<file path="src/rtl/base64url_decoder_unpadded_macros.svh">
`ifndef BASE64URL_DECODER_UNPADDED_MACROS_SVH
`define BASE64URL_DECODER_UNPADDED_MACROS_SVH

// check a property every clock outside reset
`define B64U_ASSERT(name, clock, rstn, prop) \
	name: assert property (@(posedge clock) disable iff (!rstn) (prop)) \
		else $error("b64u assertion failed");

// check that a condition implies a consequence on the following clock
`define B64U_ASSERT_NEXT(name, clock, rstn, cond, conseq) \
	name: assert property (@(posedge clock) disable iff (!rstn) (cond) |=> (conseq)) \
		else $error("b64u assertion failed");

`endif

</file>
<file path="src/rtl/b64u_pkg.sv">
package b64u_pkg;

	localparam int unsigned SymDash       = 62;
	localparam int unsigned SymUnderscore = 63;
	localparam int unsigned SymDigitBase  = 52;
	localparam int unsigned SymLowerBase  = 26;

	localparam logic [1:0] POS_FIRST  = 2'd0;
	localparam logic [1:0] POS_SECOND = 2'd1;
	localparam logic [1:0] POS_THIRD  = 2'd2;
	localparam logic [1:0] POS_FOURTH = 2'd3;

	localparam int unsigned QueueDepth = 4;
	localparam int unsigned QueueAw    = $clog2(QueueDepth);
	localparam int unsigned QueueCw    = $clog2(QueueDepth + 1);

	typedef struct packed {
		logic [5:0] sextet;
		logic [1:0] pos;
		logic       last;
		logic       lerr;
	} entry_t;

	function automatic logic [5:0] sextet_of(input logic [7:0] c);
		logic [5:0] v;
		v = 6'd0;
		if (c >= 8'h41 && c <= 8'h5a) begin
			v = 6'(c - 8'h41);
		end else if (c >= 8'h61 && c <= 8'h7a) begin
			v = 6'(c - 8'h61 + 8'(SymLowerBase));
		end else if (c >= 8'h30 && c <= 8'h39) begin
			v = 6'(c - 8'h30 + 8'(SymDigitBase));
		end else if (c == 8'h2d) begin
			v = 6'(SymDash);
		end else if (c == 8'h5f) begin
			v = 6'(SymUnderscore);
		end
		return v;
	endfunction

endpackage

</file>
<file path="src/rtl/b64u_front.sv">
`include "base64url_decoder_unpadded_macros.svh"

module b64u_front (
	input  logic                clk,
	input  logic                arst_n,
	input  logic                in_valid,
	input  logic [7:0]          in_char,
	input  logic                in_last,
	input  logic                q_full,
	output logic                in_ready,
	output logic                push,
	output b64u_pkg::entry_t    push_entry
);
	import b64u_pkg::*;

	logic [1:0] pos_q;
	logic       seen_q;

	assign in_ready = !q_full;
	assign push     = in_valid && in_ready;

	always_comb begin
		push_entry.sextet = sextet_of(in_char);
		push_entry.pos    = pos_q;
		push_entry.last   = in_last;
		push_entry.lerr   = in_last && !seen_q;
	end

	always_ff @(posedge clk or negedge arst_n) begin
		if (!arst_n) begin
			pos_q  <= POS_FIRST;
			seen_q <= 1'b0;
		end else if (push) begin
			if (in_last) begin
				pos_q  <= POS_FIRST;
				seen_q <= 1'b0;
			end else begin
				pos_q  <= pos_q + 2'd1;
				seen_q <= 1'b1;
			end
		end
	end

	`B64U_ASSERT_NEXT(a_stream_end_resets, clk, arst_n, push && in_last, pos_q == POS_FIRST && !seen_q)
	`B64U_ASSERT(a_pos_implies_seen, clk, arst_n, pos_q == POS_FIRST || seen_q)

endmodule

</file>
<file path="src/rtl/b64u_queue.sv">
`include "base64url_decoder_unpadded_macros.svh"

module b64u_queue (
	input  logic                clk,
	input  logic                arst_n,
	input  logic                push,
	input  b64u_pkg::entry_t    push_entry,
	output logic                full,
	input  logic                pop,
	output logic                not_empty,
	output b64u_pkg::entry_t    pop_entry
);
	import b64u_pkg::*;

	entry_t               mem_q [QueueDepth];
	logic [QueueAw-1:0]   wr_ptr_q;
	logic [QueueAw-1:0]   rd_ptr_q;
	logic [QueueCw-1:0]   count_q;

	assign full      = count_q == QueueCw'(QueueDepth);
	assign not_empty = count_q != '0;
	assign pop_entry = mem_q[rd_ptr_q];

	function automatic logic [QueueAw-1:0] next_ptr(input logic [QueueAw-1:0] p);
		return (p == QueueAw'(QueueDepth - 1)) ? '0 : p + QueueAw'(1);
	endfunction

	always_ff @(posedge clk) begin
		if (push) begin
			mem_q[wr_ptr_q] <= push_entry;
		end
	end

	always_ff @(posedge clk or negedge arst_n) begin
		if (!arst_n) begin
			wr_ptr_q <= '0;
			rd_ptr_q <= '0;
			count_q  <= '0;
		end else begin
			if (push) begin
				wr_ptr_q <= next_ptr(wr_ptr_q);
			end
			if (pop) begin
				rd_ptr_q <= next_ptr(rd_ptr_q);
			end
			case ({push, pop})
				2'b10:   count_q <= count_q + QueueCw'(1);
				2'b01:   count_q <= count_q - QueueCw'(1);
				default: count_q <= count_q;
			endcase
		end
	end

	`B64U_ASSERT(a_no_overflow, clk, arst_n, !(push && full))
	`B64U_ASSERT(a_no_underflow, clk, arst_n, !(pop && !not_empty))
	`B64U_ASSERT(a_count_bound, clk, arst_n, count_q <= QueueCw'(QueueDepth))

endmodule

</file>
<file path="src/rtl/b64u_back.sv">
module b64u_back (
	input  logic                clk,
	input  logic                arst_n,
	input  logic                q_not_empty,
	input  b64u_pkg::entry_t    q_entry,
	output logic                pop,
	output logic                out_valid,
	input  logic                out_ready,
	output logic [7:0]          out_byte,
	output logic                out_byte_valid,
	output logic                out_done,
	output logic                out_lerr
);
	import b64u_pkg::*;

	logic [5:0] pending_q;
	logic       valid_q;
	logic [7:0] byte_q;
	logic       bvalid_q;
	logic       done_q;
	logic       lerr_q;

	logic [7:0] byte_d;
	logic       bvalid_d;
	logic [5:0] pending_d;
	logic [5:0] v;

	assign pop = q_not_empty && (!valid_q || out_ready);
	assign v   = q_entry.sextet;

	always_comb begin
		case (q_entry.pos)
			POS_FIRST: begin
				byte_d    = 8'd0;
				bvalid_d  = 1'b0;
				pending_d = v;
			end
			POS_SECOND: begin
				byte_d    = {pending_q, v[5:4]};
				bvalid_d  = 1'b1;
				pending_d = {2'b00, v[3:0]};
			end
			POS_THIRD: begin
				byte_d    = {pending_q[3:0], v[5:2]};
				bvalid_d  = 1'b1;
				pending_d = {4'b0000, v[1:0]};
			end
			default: begin
				byte_d    = {pending_q[1:0], v};
				bvalid_d  = 1'b1;
				pending_d = 6'd0;
			end
		endcase
	end

	always_ff @(posedge clk or negedge arst_n) begin
		if (!arst_n) begin
			valid_q   <= 1'b0;
			pending_q <= 6'd0;
		end else begin
			if (pop) begin
				valid_q   <= 1'b1;
				pending_q <= q_entry.last ? 6'd0 : pending_d;
			end else if (out_ready) begin
				valid_q <= 1'b0;
			end
		end
	end

	always_ff @(posedge clk) begin
		if (pop) begin
			byte_q   <= byte_d;
			bvalid_q <= bvalid_d;
			done_q   <= q_entry.last;
			lerr_q   <= q_entry.lerr;
		end
	end

	assign out_valid      = valid_q;
	assign out_byte       = byte_q;
	assign out_byte_valid = bvalid_q;
	assign out_done       = done_q;
	assign out_lerr       = lerr_q;

endmodule

</file>
<file path="src/rtl/base64url_decoder_unpadded.sv">
// Streaming base64url decoder without padding. Each input word carries one ASCII
// character in tdata and marks the last character of a stream with tlast; each
// input word yields exactly one output word carrying a decoded byte in tdata,
// a byte-valid flag and a one-character-stream error flag in tuser, and tlast
// echoed from the input. Characters outside the alphabet decode as zero. The
// block accepts one character per clock while the queue is not full; a
// character passes the front classifier, a four-entry queue and the output
// register of the bit-assembly stage, and the queue write and that output
// register are the registers that lie between acceptance and the output.
// The queue absorbs output stalls so the input keeps flowing until it fills.
`include "base64url_decoder_unpadded_macros.svh"

module base64url_decoder_unpadded (
	input  logic       clk,
	input  logic       arst_n,
	input  logic       s_axis_tvalid,
	output logic       s_axis_tready,
	input  logic [7:0] s_axis_tdata,   // [7:0] in_char
	input  logic       s_axis_tlast,
	output logic       m_axis_tvalid,
	input  logic       m_axis_tready,
	output logic [7:0] m_axis_tdata,   // [7:0] out_byte
	output logic [1:0] m_axis_tuser,   // [0] byte_valid, [1] length_error
	output logic       m_axis_tlast
);
	import b64u_pkg::*;

	logic   push;
	entry_t push_entry;
	logic   q_full;
	logic   pop;
	logic   q_not_empty;
	entry_t pop_entry;
	logic   byte_valid;
	logic   length_error;

	b64u_front u_front (
		.clk        (clk),
		.arst_n     (arst_n),
		.in_valid   (s_axis_tvalid),
		.in_char    (s_axis_tdata),
		.in_last    (s_axis_tlast),
		.q_full     (q_full),
		.in_ready   (s_axis_tready),
		.push       (push),
		.push_entry (push_entry)
	);

	b64u_queue u_queue (
		.clk        (clk),
		.arst_n     (arst_n),
		.push       (push),
		.push_entry (push_entry),
		.full       (q_full),
		.pop        (pop),
		.not_empty  (q_not_empty),
		.pop_entry  (pop_entry)
	);

	b64u_back u_back (
		.clk            (clk),
		.arst_n         (arst_n),
		.q_not_empty    (q_not_empty),
		.q_entry        (pop_entry),
		.pop            (pop),
		.out_valid      (m_axis_tvalid),
		.out_ready      (m_axis_tready),
		.out_byte       (m_axis_tdata),
		.out_byte_valid (byte_valid),
		.out_done       (m_axis_tlast),
		.out_lerr       (length_error)
	);

	assign m_axis_tuser = {length_error, byte_valid};

	`B64U_ASSERT(a_lerr_on_last, clk, arst_n, !(m_axis_tvalid && length_error) || m_axis_tlast)
	`B64U_ASSERT(a_lerr_no_byte, clk, arst_n, !(m_axis_tvalid && length_error) || !byte_valid)

endmodule

</file>
<file path="config.mk">
export PLATFORM = sky130hd
export DESIGN_NAME = base64url_decoder_unpadded
export DESIGN_NICKNAME = d
export VERILOG_FILES = /design/src/rtl/b64u_pkg.sv /design/src/rtl/b64u_front.sv /design/src/rtl/b64u_queue.sv /design/src/rtl/b64u_back.sv /design/src/rtl/base64url_decoder_unpadded.sv
export VERILOG_INCLUDE_DIRS = /design/src /design/src/rtl
export SDC_FILE = /design/constraint.sdc
export NUM_CORES = 1
export LEC_CHECK = 0
export BUFFER_PORTS_ARGS = -buffer_cell sky130_fd_sc_hd__buf_2
export CAP_MARGIN = 15
export CORE_MARGIN = 2
export CORE_UTILIZATION = 45
export CTS_CLUSTER_SIZE = 12
export DETAILED_ROUTE_END_ITERATION = 6
export MAX_ROUTING_LAYER = met4
export PLACE_DENSITY_LB_ADDON = 0.1
export SKIP_CTS_REPAIR_TIMING = 1
export SYNTH_ARGS = -nofsm -noshare
export SYNTH_HDL_FRONTEND = slang
export SYNTH_SLANG_ARGS = --single-unit
</file>
<file path="constraint.sdc">
create_clock -name clk -period 2.8 [get_ports clk]
set_input_delay 0.28 -clock clk [delete_from_list [all_inputs] [get_ports clk]]
set_output_delay 0.28 -clock clk [all_outputs]
set_load 0.01 [all_outputs]
</file>
==> out/summary.txt, run 1 <==
post-synth cell types - 60
# diodes - 0
top_reg_cell synth - edfxtp_1
DRT iter0 DRCs - 93
CTS H-tree depth - 3
die area - 0.00836 sq mm
pre-CTS setup slack - 0.129 ns
CP Launch Type - register
height of the die - 91.4 microns
Slew Viols, Final - 0
CP Launch Point - u_queue.count_q[1]$_DFFE_PN0P_
Placer Congestion - 0.817
Final TNS setup - 0 ns
core footprint - 0.00733 sq mm
Setup CP Type - register to register
worst reg-to-reg setup slack - 0.49 ns
worst slew pin tran - 0.618 ns
crit-path max FO - 14
Post-synth ARST share - 25.0%
Clock Sinks - 68
GR Overflow Total - 0
f_max - 432 MHz
RSZ-0062 raised after global routing - no
CP Cell Sequence - o31ai_4, inv_2, ha_1, inv_1, fa_1, o21ai_0
largest net degree at the start of global routing - 18
Synth Net Count - 279
Fin Hold WS - 0.239 ns
# DRC - 0
nets - 307
Rel. slew slack - 58.8%
number of max-cap violations - 0
Tcrit/Tclk final - 82.6%
Pwr per Cell Area - 953 mW/mm^2
status - finished clean
layout cells sized above 1 - 24.0%
clk buf depth - 2
Final Hold Viols - 0
skew final - 0.00699 ns
first-pass GRT wire length - 10200 microns
dpl hpwl - 4410 microns
Hold Crit Endpoint - u_front.seen_q$_DFFE_PN0P_
1st-pass router iterations - 4
leading cell type in the layout, fill and taps excluded - edfxtp_1
Initial Utilization - 46.9%
Tightest Hold Check Type - input port to register
CTS tree - done
worst vdd rail ir drop - 348 uV
fin crit period - 2.31 ns
yosys warns - 0
number of global-route vias before repair - 2036
Vias per Instance - 5.32
Post-Syn Instances - 250
via count - 2034
sequential share of the synthesized area - 56.9%
drt total wl - 6070 microns
cell with the largest stage delay on the worst path - o31ai_4
FF-to-FF End - u_queue.count_q[1]$_DFFE_PN0P_
drt wl/cell - 15.9 microns
hold path start - s_axis_tlast
gr usage total - 16.5%
synthesized flop and latch total - 68
initial antenna violation count - 0
area delta synth->final - 11.1%
R2R Path Start - u_queue.count_q[1]$_DFFE_PN0P_
Setup Viol. Count Final - 0
Worst-Skew Late Latency - 0.34 ns
hold path cells - 2
commonest cells after routing, fill and taps aside - 51 x edfxtp_1, 25 x buf_2, 20 x nand2_1, 17 x dfrtp_1, 15 x ha_1
largest stage delay on the critical path - 0.61 ns
Num CTS Buffers - 9
Worst R2R Path Depth - 6
die extent in x - 91.4 microns
I/O Pins - 26
Antenna Nets Post-Route - 0
Pleak - 1.50 nW
std cell rows - 31
port bufs - 25
Final WS setup - 0.487 ns
Data required, critical path - 3.07 ns
WP data arrival - 2.58 ns
netlist area before placement - 0.00344 sq mm
Post-synth EDFFs - 51
CTS root buffer - clkbuf_8
Crit. End Element - register
clock slew at reported path FFs - 0.07 ns
syn_area_per_cell - 13.8 sq um
==> per-stage QoR <==
stage / power (mW) / area, sq um / cells / util (%)
3_3_place_gp: 2.95 / 3630 / 365 / 49.5
2_1_floorplan: 2.66 / 3440 / 250 / -
6_report: 3.64 / 3820 / 382 / 52.1
4_1_cts: 3.68 / 3800 / 381 / 51.9
5_1_grt: 3.90 / 3820 / 382 / 52.1
3_5_place_dp: 2.98 / 3630 / 365 / 49.5
==> state kept, by name, summed over array words and instances, names as in the netlist <==
name / count
u_queue.wr_ptr_q: 2
u_queue.mem_q: 40
u_queue.rd_ptr_q: 2
u_back.out_valid: 1
u_back.out_byte: 8
u_back.pending_q: 6
u_queue.count_q: 3
u_front.pos_q: 2
u_back.out_done: 1
u_back.out_byte_valid: 1
u_back.out_lerr: 1
u_front.seen_q: 1
==> worst max-delay path, delay by kind of cell (launching register included) <==
| kind | cells | cell delay, ns |
|---|---|---|
| flip-flops | 1 | 0.45 |
| buffers and inverters | 2 | 0.34 |
| adder cells (fa/ha/maj) | 2 | 0.68 |
| AO/OA/AOI/OAI | 2 | 0.77 |
==> Yosys cell counts (2+ instances only) <==
| cell | number | area share [%] |
|---|---|---|
| xnor2_1 | 4 | 1.0 |
| edfxtp_1 | 51 | 45 |
| mux4_2 | 10 | 6.6 |
| a21oi_1 | 11 | 1.6 |
| nor2_1 | 6 | 0.65 |
| o21ai_0 | 4 | 0.58 |
| mux2_2 | 2 | 0.65 |
| ha_1 | 15 | 5.5 |
| nand2b_1 | 5 | 0.91 |
| nor2b_1 | 7 | 1.3 |
| inv_1 | 11 | 1.2 |
| a21o_1 | 4 | 0.87 |
| clkbuf_1 | 2 | 0.22 |
| xor2_1 | 3 | 0.76 |
| a21boi_0 | 2 | 0.44 |
| nand3_1 | 2 | 0.29 |
| and3_1 | 4 | 0.73 |
| nand3b_1 | 2 | 0.44 |
| buf_2 | 2 | 0.29 |
| buf_6 | 4 | 1.3 |
| mux2_1 | 4 | 1.3 |
| a22o_1 | 8 | 2.0 |
| buf_4 | 2 | 0.44 |
| nor3_1 | 4 | 0.58 |
| nand2_1 | 20 | 2.2 |
| o21ai_1 | 7 | 1.0 |
| mux2i_1 | 4 | 1.2 |
| dfrtp_1 | 17 | 12 |
| a31oi_1 | 2 | 0.36 |
==> cell families after synthesis <==
| group | Yosys count | synth area share [%] |
|---|---|---|
| XOR/XNOR | 7 | 1.78 |
| flip-flops | 68 | 56.9 |
| buffers and inverters | 23 | 3.68 |
| adder cells (fa/ha/maj) | 16 | 6.04 |
| AO/OA/AOI/OAI | 51 | 11.1 |
| multiplexers | 20 | 9.68 |
| AND/OR/NAND/NOR | 65 | 10.8 |
==> report_power, final <==
group	internal (mW)	switching [mW]	leakage [nW]	total (mW)
Clock	0.323	0.382	0.0779	0.705
Sequential	1.48	0.177	0.695	1.65
Combinational	0.564	0.717	0.726	1.28
Total	2.36	1.28	1.50	3.64
==> worst max path at each step <==
stage,to,depth (start not counted),slack (ns)
after CTS,u_queue.count_q[2]$_DFFE_PN0P_,8,0.11
after detailed placement,u_queue.count_q[2]$_DFFE_PN0P_,8,0.13
after global routing,u_queue.count_q[2]$_DFFE_PN0P_,8,0.26
after global placement,u_queue.count_q[2]$_DFFE_PN0P_,8,0.15
after floorplan,u_queue.count_q[1]$_DFFE_PN0P_,7,0.58
final,u_queue.count_q[1]$_DFFE_PN0P_,6,0.49
==> area by class of cell <==
type | count | area, sq um
Clock inverter | 7 | 52.6
Multi-Input combinational cell | 159 | 1370
Inverter | 12 | 45.0
Clock buffer | 9 | 124
Timing Repair Buffer | 28 | 150
Tap cell | 99 | 124
Fill cell | 656 | 3510
Sequential cell | 68 | 1960
==> routing by layer <==
layer	track usage (%)	vias up	share of wire, %
li1	-	999	-
met3	2.82	9	2.3
met2	27.0	37	51
met1	19.6	989	45
met4	8.33	0	2.1
met5	-	-	0
No activity file was read; power rests on OpenSTA's default activity.
==> inputs of run 2 (changes only) <==
==> constraint.sdc (replaced) <==
create_clock -name clk -period 2.2 [get_ports clk]
set_input_delay 0.22 -clock clk [delete_from_list [all_inputs] [get_ports clk]]
set_output_delay 0.22 -clock clk [all_outputs]
set_load 0.01 [all_outputs]
==> run 2 against run 1 <==
Compared with the run above:
- power grew 39%
- die area is the same
- fmax grew 17%
- cell area grew 4.4%
- setup slack lost 0.27 ns
- combinational power grew 41%
- largest power group unchanged
==> out/summary.txt, run 2 (same netlist as run 1, synthesis figures left out) <==
# diodes - 0 (unchanged)
f_max - 505 MHz (+17%)
final instance area - 0.00399 sq mm (+4.4%)
CP Launch Type - register
first-pass GRT wire length - 10300 microns (+1.4%)
Setup CP Type - register to register
# DRC - 0 (unchanged)
sequential cell area - 0.00196 sq mm (unchanged)
Tightest Hold Check Type - input port to register
GR Overflow Total - 0 (unchanged)
Pwr per Cell Area - 1270 mW/mm^2 (+33%)
Rel. slew slack - 64.3% (+5.6 points)
I/O Pins - 26 (unchanged)
Crit. End Element - register
drt total wl - 6170 microns (+1.6%)
WP data arrival - 2.23 ns (-0.35 ns)
dpl hpwl - 4560 microns (+3.4%)
Worst-Skew Late Latency - 0.33 ns (about the same)
die area - 0.00836 sq mm (unchanged)
area delta synth->final - 16.0%
height of the die - 91.4 microns (unchanged)
Vias per Instance - 5.26 (-1.2%)
drt wl/cell - 15.5 microns (-2.3%)
Setup Viol. Count Final - 0 (unchanged)
Tcrit/Tclk final - 90.0% (+7.4 points)
filler instances - 612 (-6.7%)
area of the multi-input gates - 0.00136 sq mm (-0.64%)
clock slew at reported path FFs - 0.07 ns (about the same)
die extent in x - 91.4 microns (unchanged)
DRT iter0 DRCs - 89 (-4.3%)
leading cell type in the layout, fill and taps excluded - edfxtp_1
Power Total - 5.07 mW (+39%)
skew final - 0.00736 ns (+0.000365 ns)
via count - 2088 (+2.7%)
post-placement cell area - 0.00374 sq mm (+3.1%)
RSZ-0062 raised after global routing - no
worst slew pin tran - 0.535 ns (-0.0833 ns)
Fin Hold WS - 0.174 ns (-0.0646 ns)
commonest cells after routing, fill and taps aside - 51 x edfxtp_1, 25 x buf_2, 20 x nand2_1, 17 x buf_4, 17 x dfrtp_1
largest net degree at the start of global routing - 18 (unchanged)
number of max-cap violations - 0 (unchanged)
Pleak - 1.61 nW (+7.6%)
fin crit period - 1.98 ns (-0.333 ns)
CTS H-tree depth - 3 (unchanged)
layout cells sized above 1 - 27.5% (+3.5 points)
1st-pass router iterations - 4 (unchanged)
crit-path max FO - 2 (-12)
Num CTS Buffers - 9 (unchanged)
max FFs per register - 40 (unchanged)
initial antenna violation count - 0 (unchanged)
Data required, critical path - 2.45 ns (-0.62 ns)
Clock Sinks - 68 (unchanged)
status - finished clean
nets - 322 (+4.9%)
std cell rows - 31 (unchanged)
CTS root buffer - clkbuf_8
Placer Congestion - 0.949 (+16%)
global-route met3 utilization - 4.40% (+1.6 points)
core footprint - 0.00733 sq mm (unchanged)
port bufs - 25 (unchanged)
worst vdd rail ir drop - 419 uV (+21%)
gr usage total - 16.6% (+0.11 points)
clk buf depth - 2 (unchanged)
Largest Register - u_queue.mem_q
Initial Utilization - 46.9% (unchanged)
Most Used Layer, Global Route - met2
Slew Viols, Final - 0 (unchanged)
GRT met1 Usage - 20.1% (+0.55 points)
number of global-route vias before repair - 2075 (+1.9%)
CTS tree - done
final core utilization - 54.4% (+2.3 points)
GRT met2 Usage - 26.6% (-0.43 points)
Antenna Nets Post-Route - 0 (unchanged)
Final Hold Viols - 0 (unchanged)
## run 2: per-layer routing
metal,up-vias,share of wire [%]
met1,999,45
met2,52,49
met3,9,4.6
met5,-,0
li1,1028,-
met4,0,1.8
## run 2: stage by stage
step / std cells / setup TNS, ns / setup WS, ns
finish: 397 / 0 / 0.220
CTS: 396 / 0 / 0.212
detailed placement: 380 / -0.418 / -0.0515
global route: 397 / 0 / 0.104
floorplan: 250 / 0 / 0.0270
global placement: 380 / -0.0651 / -0.0163
## run 2: final timing paths
check                                                 from                         endpoint  slack, ns  cells after the start
setup / recovery            u_queue.count_q[1]$_DFFE_PN0P_   u_queue.count_q[2]$_DFFE_PN0P_       0.22                      8
hold / removal                                s_axis_tlast     u_front.pos_q[1]$_DFFE_PN0P_       0.17                      2
setup reg to reg            u_queue.count_q[1]$_DFFE_PN0P_   u_queue.count_q[2]$_DFFE_PN0P_       0.22                      8
hold reg to reg            u_back.pending_q[5]$_DFFE_PN0P_  u_back.pending_q[5]$_DFFE_PN0P_       0.51                      1
max in group asynchronous                           arst_n  u_back.pending_q[0]$_DFFE_PN0P_       1.53                      2
min in group asynchronous                           arst_n     u_back.out_valid$_DFFE_PN0P_       0.36                      2
## run 2: final cells by class
type                    instances  share of cell area [%]
flip-flops and latches         68                    49.1
multi-input cells             159                    34.1
repair buffers                 43                    6.59
clock buffers                  10                    3.20
well taps                      99                    3.11
clock inverters                 6                    2.82
inverters                      12                    1.13
## run 2: worst max-delay path: stages (launching register included)
cell and delay (ns):
dfrtp_1 0.37, or3b_1 0.42, nand2_2 0.10, ha_1 0.18
inv_1 0.06, fa_1 0.37, xor2_1 0.15, nor2_1 0.11
xor2_1 0.15
## run 2: power by group
group	internal (mW)	total [mW]	switching [mW]
Sequential	1.88	2.05	0.169
Clock	0.755	1.21	0.458
Combinational	0.833	1.81	0.977
==> inputs of run 3 (changes only) <==
--- a/config.mk
+++ b/config.mk
@@ -6,6 +6,7 @@
 export SDC_FILE = /design/constraint.sdc
 export NUM_CORES = 1
 export LEC_CHECK = 0
+export ABC_AREA = 1
 export BUFFER_PORTS_ARGS = -buffer_cell sky130_fd_sc_hd__buf_2
 export CAP_MARGIN = 15
 export CORE_MARGIN = 2
==> run 3 against run 2 <==
Compared with the run above:
- worst hold slack worse by 0.11 ns
- die area is 6.6% higher
- wire length is 16% higher
- area after synthesis is 6.9% higher
- critical path type unchanged
- critical endpoint unchanged
- largest cell class unchanged
- highest routed layer unchanged
==> out/summary.txt, run 3 <==
status - finished clean
Switching Share - 39.3% (+7.7 points)
drt wl/cell - 13.7 microns (-12%)
fin crit period - 1.99 ns (+0.00900 ns)
first-pass GRT wire length - 11900 microns (+15%)
Worst-Skew Late Latency - 0.34 ns (about the same)
Rel. slew slack - 71.6% (+7.3 points)
std cell rows - 32 (+3.2%)
Crit. End Element - register
Post-synth EDFFs - 51 (unchanged)
post-synth cell types - 35 (-42%)
crit-path max FO - 9 (+7)
Setup Viol. Count Final - 0 (unchanged)
Setup CP Type - register to register
commonest cells after routing, fill and taps aside - 100 x nand2_1, 51 x edfxtp_1, 34 x nor2_1, 30 x inv_1, 30 x nand3_1
leading cell type in the layout, fill and taps excluded - nand2_1
area delta synth->final - 12.0%
DRT iter0 DRCs - 159 (+79%)
gr usage total - 18.1% (+1.5 points)
Largest Register - u_queue.mem_q
worst slew pin tran - 0.425 ns (-0.110 ns)
most frequent cell after synthesis - nand2_1
Antenna Nets Post-Route - 0 (unchanged)
# diodes - 0 (unchanged)
sequential share of the synthesized area - 53.2% (-3.7 points)
Fin Hold WS - 0.0687 ns (-0.106 ns)
Seq pwr share - 38.0% (-2.4 points)
dpl hpwl - 5070 microns (+11%)
clk buf depth - 2 (unchanged)
Clock Sinks - 68 (unchanged)
WP data arrival - 2.21 ns (-0.02 ns)
Placer Congestion - 0.855 (-9.9%)
Comb pwr share - 41.2% (+5.5 points)
Pleak - 1.84 nW (+14%)
syn_area_per_cell - 9.65 sq um (-30%)
Num CTS Buffers - 9 (unchanged)
Pwr per Cell Area - 1300 mW/mm^2 (+2.0%)
layout cells sized above 1 - 21.2% (-6.3 points)
die extent in x - 94.4 microns (+3.2%)
Final Hold Viols - 0 (unchanged)
netlist area before placement - 0.00368 sq mm (+6.9%)
worst vdd rail ir drop - 586 uV (+40%)
filler instances - 715 (+17%)
RSZ-0062 raised after global routing - no
top_reg_cell synth - edfxtp_1
yosys warns - 0 (unchanged)
f_max - 503 MHz (-0.45%)
FF-to-FF End - u_queue.count_q[2]$_DFFE_PN0P_
CTS H-tree depth - 3 (unchanged)
CP Launch Type - register
via count - 2538 (+22%)
Post-synth ARST share - 25.0% (unchanged)
clock power share - 20.8% (-3.1 points)
CTS root buffer - clkbuf_8
synthesized flop and latch total - 68 (unchanged)
Tightest Hold Check Type - input port to register
# DRC - 0 (unchanged)
die area - 0.00891 sq mm (+6.6%)
final core utilization - 52.8% (-1.7 points)
Worst R2R Path Depth - 9 (+1)
skew final - 0.0191 ns (+0.0117 ns)
I/O Pins - 26 (unchanged)
Vias per Instance - 4.87 (-7.4%)
number of global-route vias before repair - 2478 (+19%)
largest net degree at the start of global routing - 23 (+5)
Internal - 3.24 mW (-6.5%)
height of the die - 94.4 microns (+3.2%)
Final TNS setup - 0 ns (unchanged)
Net Switching - 2.10 mW (+31%)
GR Overflow Total - 0 (unchanged)
port bufs - 25 (unchanged)
Initial Utilization - 47.1% (+0.18 points)
worst reg-to-reg setup slack - 0.21 ns (about the same)
Tcrit/Tclk final - 90.4% (+0.41 points)
number of max-cap violations - 0 (unchanged)
nets - 443 (+38%)
clock slew at reported path FFs - 0.07 ns (about the same)
Synth Net Count - 410 (+47%)
initial antenna violation count - 0 (unchanged)
max FFs per register - 40 (unchanged)
drt total wl - 7150 microns (+16%)
R2R Path Start - u_queue.count_q[0]$_DFFE_PN0P_
Slew Viols, Final - 0 (unchanged)
CTS tree - done
Hold Crit Endpoint - u_back.out_valid$_DFFE_PN0P_
Power Total - 5.34 mW (+5.3%)
core footprint - 0.00781 sq mm (+6.5%)
dominant cells by area after synthesis - edfxtp_1 42%, dfrtp_1 12%, nand2_1 10%
Post-synth top cells - 100 x nand2_1, 51 x edfxtp_1, 34 x nor2_1, 30 x inv_1, 30 x nand3_1
Post-Syn Instances - 381 (+52%)
Data required, critical path - 2.42 ns (-0.03 ns)
hold path start - m_axis_tready
1st-pass router iterations - 5 (+1)
Yosys top cell area share - 41.7% (-2.9 points)
Synth area leader - edfxtp_1
hold path cells - 2 (unchanged)
## run 3: changes by cell type after synthesis, sizes merged, moves of 7 or more
cell   change
inv       +30
nand3     +31
nand2     +90
o22ai      +8
nor2b      -7
mux4      -10
o21ai     +17
a22o       -8
nor2      +37
## run 3: routing by layer
| layer | wire length, microns | global-route usage (%) | vias up |
|---|---|---|---|
| met5 | 0 | - | - |
| met1 | 3490 | 23.9 | 1166 |
| li1 | - | - | 1320 |
| met3 | 305 | 4.07 | 4 |
| met2 | 3310 | 28.2 | 48 |
| met4 | 41 | 5.56 | 0 |
## run 3: critical path, stage by stage, from the launching register on
cell	delay (ns)
dfrtp_1	0.39
inv_1	0.16
nand3_1	0.14
nand2_2	0.16
ha_1	0.17
inv_1	0.06
fa_1	0.38
a21oi_1	0.15
o21ai_0	0.11
xor2_1	0.15
## run 3: logic make-up (layout without fill, tap and decap cells)
logic type               Yosys count  after routing  synth area share, %
XOR/XNOR                           7              7                 1.67
AO/OA/AOI/OAI                     43             43                 7.49
AND/OR/NAND/NOR                  193            193                 25.2
buffers and inverters             54             92                 6.77
flip-flops                        68             68                 53.2
adder cells (fa/ha/maj)           16             16                 5.65
## run 3: worst max path at each step
stage                                   startpoint                             end  slack, ns  cells after the start
detailed placement  u_queue.count_q[0]$_DFFE_PN0P_  u_queue.count_q[2]$_DFFE_PN0P_       0.23                      9
global placement    u_queue.count_q[0]$_DFFE_PN0P_  u_queue.count_q[2]$_DFFE_PN0P_       0.29                      9
global route        u_queue.count_q[1]$_DFFE_PN0P_  u_queue.count_q[2]$_DFFE_PN0P_       0.08                      9
floorplan             u_back.out_valid$_DFFE_PN0P_  u_queue.count_q[2]$_DFFE_PN0P_       0.15                      9
finish              u_queue.count_q[0]$_DFFE_PN0P_  u_queue.count_q[2]$_DFFE_PN0P_       0.21                      9
CTS                 u_queue.count_q[0]$_DFFE_PN0P_  u_queue.count_q[2]$_DFFE_PN0P_       0.21                      9
## run 3: power by group through the flow
stage                     Sequential, mW  Clock, mW  Combinational [mW]
after floorplan                     2.09          0                1.66
after global placement              2.05          0                2.20
after detailed placement            2.06          0                2.22
after CTS                           2.03       1.12                2.24
after global routing                2.07       1.18                2.50
final                               2.03       1.11                2.20
## run 3: layout make-up
class | count | area [sq um] | area share, %
flip-flops and latches | 68 | 1960 | 47.5
repair buffers | 33 | 188 | 4.56
clock inverters | 7 | 91.3 | 2.22
multi-input cells | 259 | 1470 | 35.7
inverters | 43 | 161 | 3.92
well taps | 102 | 128 | 3.10
clock buffers | 9 | 124 | 3.01
## run 3: per-stage QoR
stage                     instances  cell area, sq um  setup WS (ns)
after floorplan                 381              3680          0.154
after global routing            521              4120         0.0834
after global placement          504              3890          0.285
after CTS                       520              4110          0.208
after detailed placement        504              3890          0.226
final                           521              4120          0.211
